===== src/ptle_pkg.sv =====
// types and constants shared by the peer table blocks
// no dependencies

package ptle_pkg;

  localparam logic ACT_TOUCH  = 1'b0;
  localparam logic ACT_LOOKUP = 1'b1;

  typedef struct packed {
    logic        action;
    logic [15:0] node_id;
    logic [31:0] now_ms;
  } ptle_req_t;

  typedef struct packed {
    logic [5:0]  slot;
    logic        hit;
    logic        added;
    logic        evicted;
    logic [15:0] evicted_id;
    logic [6:0]  entry_count;
  } ptle_rsp_t;

  typedef enum logic [1:0] {
    ST_IDLE,
    ST_SCAN,
    ST_DRAIN,
    ST_DECIDE
  } ptle_state_e;

  // commands from controller to datapath
  typedef struct packed {
    logic load;
    logic issue;
    logic finish;
  } ptle_ctrl_t;

  // status from datapath to controller
  typedef struct packed {
    logic scan_empty;
    logic scan_last;
  } ptle_stat_t;

endpackage


===== src/ptle_ctrl.sv =====
// sequencing state machine for the peer table scan
// depends on ptle_pkg

module ptle_ctrl (
  input  logic                clk_i,
  input  logic                rst_ni,
  input  logic                start_i,
  input  ptle_pkg::ptle_stat_t stat_i,
  output ptle_pkg::ptle_ctrl_t ctrl_o,
  output logic                busy_o
);
  import ptle_pkg::*;

  ptle_state_e state_q, state_d;

  always_comb begin
    state_d = state_q;
    unique case (state_q)
      ST_IDLE: begin
        if (start_i) begin
          state_d = stat_i.scan_empty ? ST_DECIDE : ST_SCAN;
        end
      end
      ST_SCAN: begin
        if (stat_i.scan_last) begin
          state_d = ST_DRAIN;
        end
      end
      ST_DRAIN:  state_d = ST_DECIDE;
      ST_DECIDE: state_d = ST_IDLE;
      default:   state_d = ST_IDLE;
    endcase
  end

  always_comb begin
    ctrl_o = '0;
    busy_o = 1'b1;
    unique case (state_q)
      ST_IDLE: begin
        busy_o      = 1'b0;
        ctrl_o.load = start_i;
      end
      ST_SCAN:   ctrl_o.issue  = 1'b1;
      ST_DRAIN:  ctrl_o.issue  = 1'b0;
      ST_DECIDE: ctrl_o.finish = 1'b1;
      default:   busy_o        = 1'b1;
    endcase
  end

  always_ff @(posedge clk_i or negedge rst_ni) begin
    if (!rst_ni) begin
      state_q <= ST_IDLE;
    end else begin
      state_q <= state_d;
    end
  end

  property p_accept_goes_busy;
    @(posedge clk_i) disable iff (!rst_ni)
      (start_i && !busy_o) |=> busy_o;
  endproperty
  a_accept_goes_busy: assert property (p_accept_goes_busy)
    else $error("accepted transaction did not raise busy");

  property p_decide_after_scan;
    @(posedge clk_i) disable iff (!rst_ni)
      (state_q == ST_DECIDE) |-> ($past(state_q) == ST_DRAIN || $past(state_q) == ST_IDLE);
  endproperty
  a_decide_after_scan: assert property (p_decide_after_scan)
    else $error("decision reached without completing the scan");

endmodule


===== src/ptle_dp.sv =====
// datapath: id/time storage, scan compare, decision and result register
// depends on ptle_pkg

module ptle_dp #(
  parameter int TABLE_ENTRIES = 8
) (
  input  logic                clk_i,
  input  logic                rst_ni,
  input  ptle_pkg::ptle_req_t  req_i,
  input  ptle_pkg::ptle_ctrl_t ctrl_i,
  output ptle_pkg::ptle_stat_t stat_o,
  output logic                valid_o,
  output ptle_pkg::ptle_rsp_t  rsp_o
);
  import ptle_pkg::*;

  localparam int IdxW = (TABLE_ENTRIES > 1) ? $clog2(TABLE_ENTRIES) : 1;
  localparam int CntW = $clog2(TABLE_ENTRIES + 1);
  localparam logic [CntW-1:0] Full = CntW'(TABLE_ENTRIES);

  logic [15:0] id_mem   [TABLE_ENTRIES];
  logic [31:0] time_mem [TABLE_ENTRIES];

  ptle_req_t       req_q;
  logic [CntW-1:0] cnt_q, cnt_d;
  logic [IdxW-1:0] ptr_q;

  logic [15:0]     rd_id_q;
  logic [31:0]     rd_time_q;
  logic [IdxW-1:0] rd_idx_q;
  logic            rd_vld_q;

  logic            found_q;
  logic [IdxW-1:0] match_q;
  logic [31:0]     min_time_q;
  logic [IdxW-1:0] min_slot_q;
  logic [15:0]     min_id_q;

  logic            valid_q;
  ptle_rsp_t       rsp_q, rsp_d;

  logic            we_id, we_time;
  logic [IdxW-1:0] waddr;
  logic            touch, full;

  assign stat_o.scan_empty = (cnt_q == '0);
  assign stat_o.scan_last  = ((CntW'(ptr_q) + CntW'(1)) == cnt_q);

  // registered memory read, one entry per cycle
  always_ff @(posedge clk_i) begin
    if (ctrl_i.issue) begin
      rd_id_q   <= id_mem[ptr_q];
      rd_time_q <= time_mem[ptr_q];
    end
    rd_idx_q <= ptr_q;
    if (we_id) begin
      id_mem[waddr] <= req_q.node_id;
    end
    if (we_time) begin
      time_mem[waddr] <= req_q.now_ms;
    end
  end

  always_ff @(posedge clk_i or negedge rst_ni) begin
    if (!rst_ni) begin
      rd_vld_q <= 1'b0;
      ptr_q    <= '0;
      cnt_q    <= '0;
      found_q  <= 1'b0;
      valid_q  <= 1'b0;
    end else begin
      rd_vld_q <= ctrl_i.issue;
      valid_q  <= ctrl_i.finish;
      cnt_q    <= cnt_d;
      if (ctrl_i.load) begin
        ptr_q   <= '0;
        found_q <= 1'b0;
      end else begin
        if (ctrl_i.issue) begin
          ptr_q <= ptr_q + IdxW'(1);
        end
        if (rd_vld_q && !found_q && rd_id_q == req_q.node_id) begin
          found_q <= 1'b1;
        end
      end
    end
  end

  // payload registers
  always_ff @(posedge clk_i) begin
    if (ctrl_i.load) begin
      req_q <= req_i;
    end
    if (rd_vld_q && !found_q && rd_id_q == req_q.node_id) begin
      match_q <= rd_idx_q;
    end
    // oldest entry so far, ties keep the lower slot
    if (rd_vld_q && (rd_idx_q == '0 || rd_time_q < min_time_q)) begin
      min_time_q <= rd_time_q;
      min_slot_q <= rd_idx_q;
      min_id_q   <= rd_id_q;
    end
    if (ctrl_i.finish) begin
      rsp_q <= rsp_d;
    end
  end

  assign touch = (req_q.action == ACT_TOUCH);
  assign full  = (cnt_q == Full);

  always_comb begin
    we_id   = 1'b0;
    we_time = 1'b0;
    waddr   = match_q;
    cnt_d   = cnt_q;
    rsp_d   = '0;
    rsp_d.hit = found_q;
    if (found_q) begin
      rsp_d.slot = 6'(match_q);
    end
    if (ctrl_i.finish && touch) begin
      we_time = 1'b1;
      if (!found_q) begin
        we_id = 1'b1;
        if (!full) begin
          waddr       = cnt_q[IdxW-1:0];
          cnt_d       = cnt_q + CntW'(1);
          rsp_d.slot  = 6'(cnt_q[IdxW-1:0]);
          rsp_d.added = 1'b1;
        end else begin
          waddr            = min_slot_q;
          rsp_d.slot       = 6'(min_slot_q);
          rsp_d.evicted    = 1'b1;
          rsp_d.evicted_id = min_id_q;
        end
      end
    end
    rsp_d.entry_count = 7'(cnt_d);
  end

  assign valid_o = valid_q;
  assign rsp_o   = rsp_q;

  property p_count_bounded;
    @(posedge clk_i) disable iff (!rst_ni)
      cnt_q <= Full;
  endproperty
  a_count_bounded: assert property (p_count_bounded)
    else $error("entry count beyond table size");

  property p_issue_in_range;
    @(posedge clk_i) disable iff (!rst_ni)
      ctrl_i.issue |-> (CntW'(ptr_q) < cnt_q);
  endproperty
  a_issue_in_range: assert property (p_issue_in_range)
    else $error("scan read beyond valid entries");

  property p_one_outcome;
    @(posedge clk_i) disable iff (!rst_ni)
      valid_q |-> ($countones({rsp_q.hit, rsp_q.added, rsp_q.evicted}) <= 1);
  endproperty
  a_one_outcome: assert property (p_one_outcome)
    else $error("result reports more than one outcome");

endmodule


===== src/peer_table_lru_evict.sv =====
// top level of the peer table with least recently seen eviction
// depends on ptle_pkg, ptle_ctrl, ptle_dp
//
//   channel  | handshake           | payload
//   request  | start in, busy out  | req_i: action, node_id, now_ms
//   result   | valid_o out, strobe | rsp_o: slot, hit, added, evicted, evicted_id, entry_count
//
// with entries in the table an accepted request passes the scan, drain and decide states before the
// result strobe (an empty table goes straight to decide); the scan reads one table entry per cycle
// busy drops in the cycle the result is shown, so the next start can be taken then
// reset clears the entry count and the controller; table contents need no reset
// results cannot be stalled by the receiver

module peer_table_lru_evict #(
  parameter int TABLE_ENTRIES = 8
) (
  input  logic               clk_i,
  input  logic               rst_ni,
  input  logic               start,
  output logic               busy,
  input  ptle_pkg::ptle_req_t req_i,
  output logic               valid_o,
  output ptle_pkg::ptle_rsp_t rsp_o
);
  import ptle_pkg::*;

  ptle_ctrl_t ctrl;
  ptle_stat_t stat;

  ptle_ctrl u_ctrl (
    .clk_i   (clk_i),
    .rst_ni  (rst_ni),
    .start_i (start),
    .stat_i  (stat),
    .ctrl_o  (ctrl),
    .busy_o  (busy)
  );

  ptle_dp #(
    .TABLE_ENTRIES (TABLE_ENTRIES)
  ) u_dp (
    .clk_i   (clk_i),
    .rst_ni  (rst_ni),
    .req_i   (req_i),
    .ctrl_i  (ctrl),
    .stat_o  (stat),
    .valid_o (valid_o),
    .rsp_o   (rsp_o)
  );

endmodule


===== config.mk =====
export PLATFORM = sky130hd
export DESIGN_NAME = peer_table_lru_evict
export DESIGN_NICKNAME = d
export VERILOG_FILES = /design/src/ptle_pkg.sv /design/src/ptle_ctrl.sv /design/src/ptle_dp.sv /design/src/peer_table_lru_evict.sv
export SDC_FILE = /design/constraint.sdc
export NUM_CORES = 1
export LEC_CHECK = 0
export BUFFER_PORTS_ARGS = -buffer_cell sky130_fd_sc_hd__buf_4
export CAP_MARGIN = 40
export CORE_MARGIN = 4
export CORE_UTILIZATION = 30
export DETAILED_ROUTE_END_ITERATION = 16
export GPL_TIMING_DRIVEN = 0
export PLACE_DENSITY = 0.53
export SLEW_MARGIN = 20
export SYNTH_ARGS = -nofsm -noshare
export SYNTH_HDL_FRONTEND = slang
export SYNTH_SLANG_ARGS = --single-unit

===== constraint.sdc =====
create_clock -name clk_i -period 4.6 [get_ports clk_i]
set_clock_uncertainty 0.15 [all_clocks]
set_input_delay 0.92 -clock clk_i [delete_from_list [all_inputs] [get_ports clk_i]]
set_output_delay 0.92 -clock clk_i [all_outputs]
set_load 0.02 [all_outputs]

==> results.ini <==
[status]
status=complete, no violations

[detailed_routing]
firstDrtPassIters=5
via_count=9753
vias_per_cell=4.517
wl_per_cell_microns=21.22
drt_iter0_drc=609
drc_errors=0
routed_wl_microns=45810
antenna_left=0

[placement]
dpl-instance-area_sq_um=24260
dp_hpwl_microns=29190
io_buffers=79
gp_congestion=0.7142
dp_slack_ps=313.9

[clock_tree]
cts_buffers=57
post-cts-setup-buffers=0
cts_resized=0
clockBufferDepth=3
clk_pin_slew_ps=60
tritoncts=yes
cts-root-buf=clkbuf_16
clk_latency_ps=600
clock_sinks=576
hold_buffers=0
htreeDepth=2

[timing]
min_period_over_period=0.8262
rsz0062_at_grt=false
relSlewSlack=0.4339
slew_violations=0
worst_pin_slew_ps=849.1
worst_slack_ps=799.6
setup_tns_ps=0
max_freq_mhz=263.1
period_needed_ps=3800
setup_viol=0
finalHoldViolCount=0
fin_hold_ws_ps=30.14

[floorplanning]
ios=86
die_area_sq_um=76960
num_rows=98
die_x_microns=277.4
initial_utilization=0.3036
die_h_microns=277.4
core-area_sq_um=71730

[synthesis]
synth_top_area_cell=edfxtp_1
synthFlopType=edfxtp_1
ys_ff_latch=576
synth_most_common_cell=edfxtp_1
postSynthAreaPerCell_sq_um=21.89
netlist_area_sq_um=21780
ys_seq_area_frac=0.7902
ys_top_cells_by_count=edfxtp_1, mux4_2, mux2_2
synth_top_area_frac=0.7736
synth_edf_count=561
postSynth.asyncResetShare=0.02083
ys_types=49
synth_area_leaders=edfxtp_1, mux4_2, mux2_2, ha_1, dfrtp_1
yosysWarnings=0
synth_cells=995

[power]
vdd.ir_drop.worst_mv=0.2789
p_leak_nw=8.691
total_power_w=0.01580
powerDensity_nw_per_um2=601.0

[critical_path]
startpoint_type=register
cp_max_fo=29
endpoint=u_dp.id_mem[6][13]
crit_type=register to register
r2r_cells=7
rrSetupSlack_ps=800
cp.required_ps=4670
crit_chain=ha_2 > or3b_1 > buf_2 > nor2_1 > a21o_1 > nand2b_1 > nor2_4
slowest_stage=ha_2
cpPeakStageDelay_ps=720
cp-startpoint=u_ctrl.state_q[0]
r2r-start=u_ctrl.state_q[0]
r2r-end=u_dp.id_mem[6][13]
crit_arrival_ps=3870
endpoint_kind=register

[layout]
antenna_cells=0
area_growth_pct=20.71
layout.nets=1252
drive_gt1_frac=0.3168
stdcell_area_sq_um=26290

[global_route]
grt_overflow=0
grt_pass1_vias=10560
grt_usage=0.1188
grt_pass1_wl_microns=68990
antenna_found_initial=1
grt_max_degree=38

[min_path]
hp-class=primary input to asynchronous set/reset pin

[job]
drv_cap=0

through the flow:
step / cells / utilization
6_report: 2159 / 0.3664
5_1_grt: 2159 / 0.3664
4_1_cts: 2157 / 0.3662
3_5_place_dp: 2050 / 0.3382
3_3_place_gp: 2029 / 0.3287
2_1_floorplan: 1000 / -
report_power, final:
part	switching, W	internal [W]
combinational	0.00194	0.00163
clock	0.00195	0.00297
sequential	0.000425	0.00690
worst min path at each step:
| stage | endpoint | slack (ps) | cells after the start |
|---|---|---|---|
| floorplan | u_dp.rd_idx_q[2] | 190 | 0 |
| global placement | u_dp.rd_idx_q[2] | 190 | 0 |
| detailed placement | u_dp.rd_idx_q[2] | 200 | 0 |
| CTS | u_dp.rd_vld_q | 2 | 1 |
| global route | u_dp.cnt_q[3] | 20 | 1 |
| finish | u_dp.rd_vld_q | 30 | 1 |
placed cells by master, fill, tap and decap left out, drive strengths merged, types with 9 or more instances in the layout:
cell / instances
clkinv: 21
xor2: 18
and2: 17
mux4: 96
dfrtp: 12
clkbuf: 83
nand3: 9
mux2: 49
buf: 128
nand4: 9
a21oi: 12
nand2: 9
edfxtp: 561
nor2: 25
inv: 38
bufinv: 11
ha: 39
logic make-up after synthesis:
logic type / synth area share
DFF: 0.7902
muxes: 0.1278
and+or+nand+nor: 0.02189
buffers and inverters: 0.01655
adders and majority gates: 0.02241
AOI/OAI and AO/OA: 0.01172
xor gates and xnor gates: 0.009251
other: 0.0001722
worst max-delay path, delay by kind of cell, from the launching register on:
| family | cells | cell delay [ps] |
|---|---|---|
| and+or+nand+nor | 4 | 1580 |
| adders and majority gates | 1 | 720 |
| DFF | 1 | 420 |
| AOI/OAI and AO/OA | 1 | 360 |
| buffers and inverters | 1 | 190 |
registers in the layout, summed over array words and instances (netlist names), 2 cells and up:
name	cells
u_dp.rd_id_q	16
u_dp.rd_time_q	32
u_dp.min_id_q	16
u_dp.req_q	49
u_dp.rsp_o	26
u_dp.min_time_q	32
u_ctrl.state_q	2
u_dp.time_mem	256
u_dp.id_mem	128
u_dp.cnt_q	4
u_dp.rd_idx_q	3
u_dp.match_q	3
u_dp.min_slot_q	3
u_dp.ptr_q	3
per-layer routing:
layer  vias to the layer above  global-route usage  share of wire
li1                       4371                   -              -
met1                      5143              0.1582           0.44
met2                       181              0.2021           0.50
met3                        56             0.02155          0.039
met4                         2             0.03044          0.019
met5                         -                   0        0.00028
cell type report:
type	instances	area, sq um
Fill cell	6524	45450
Sequential cell	576	17210
Multi-Input combinational cell	349	4374
Clock buffer	72	1524
Tap cell	950	1189
Timing Repair Buffer	102	1151
Clock inverter	35	480.5
Buffer	37	217.7
Inverter	38	142.6
Power figures use the tool's default switching activity.
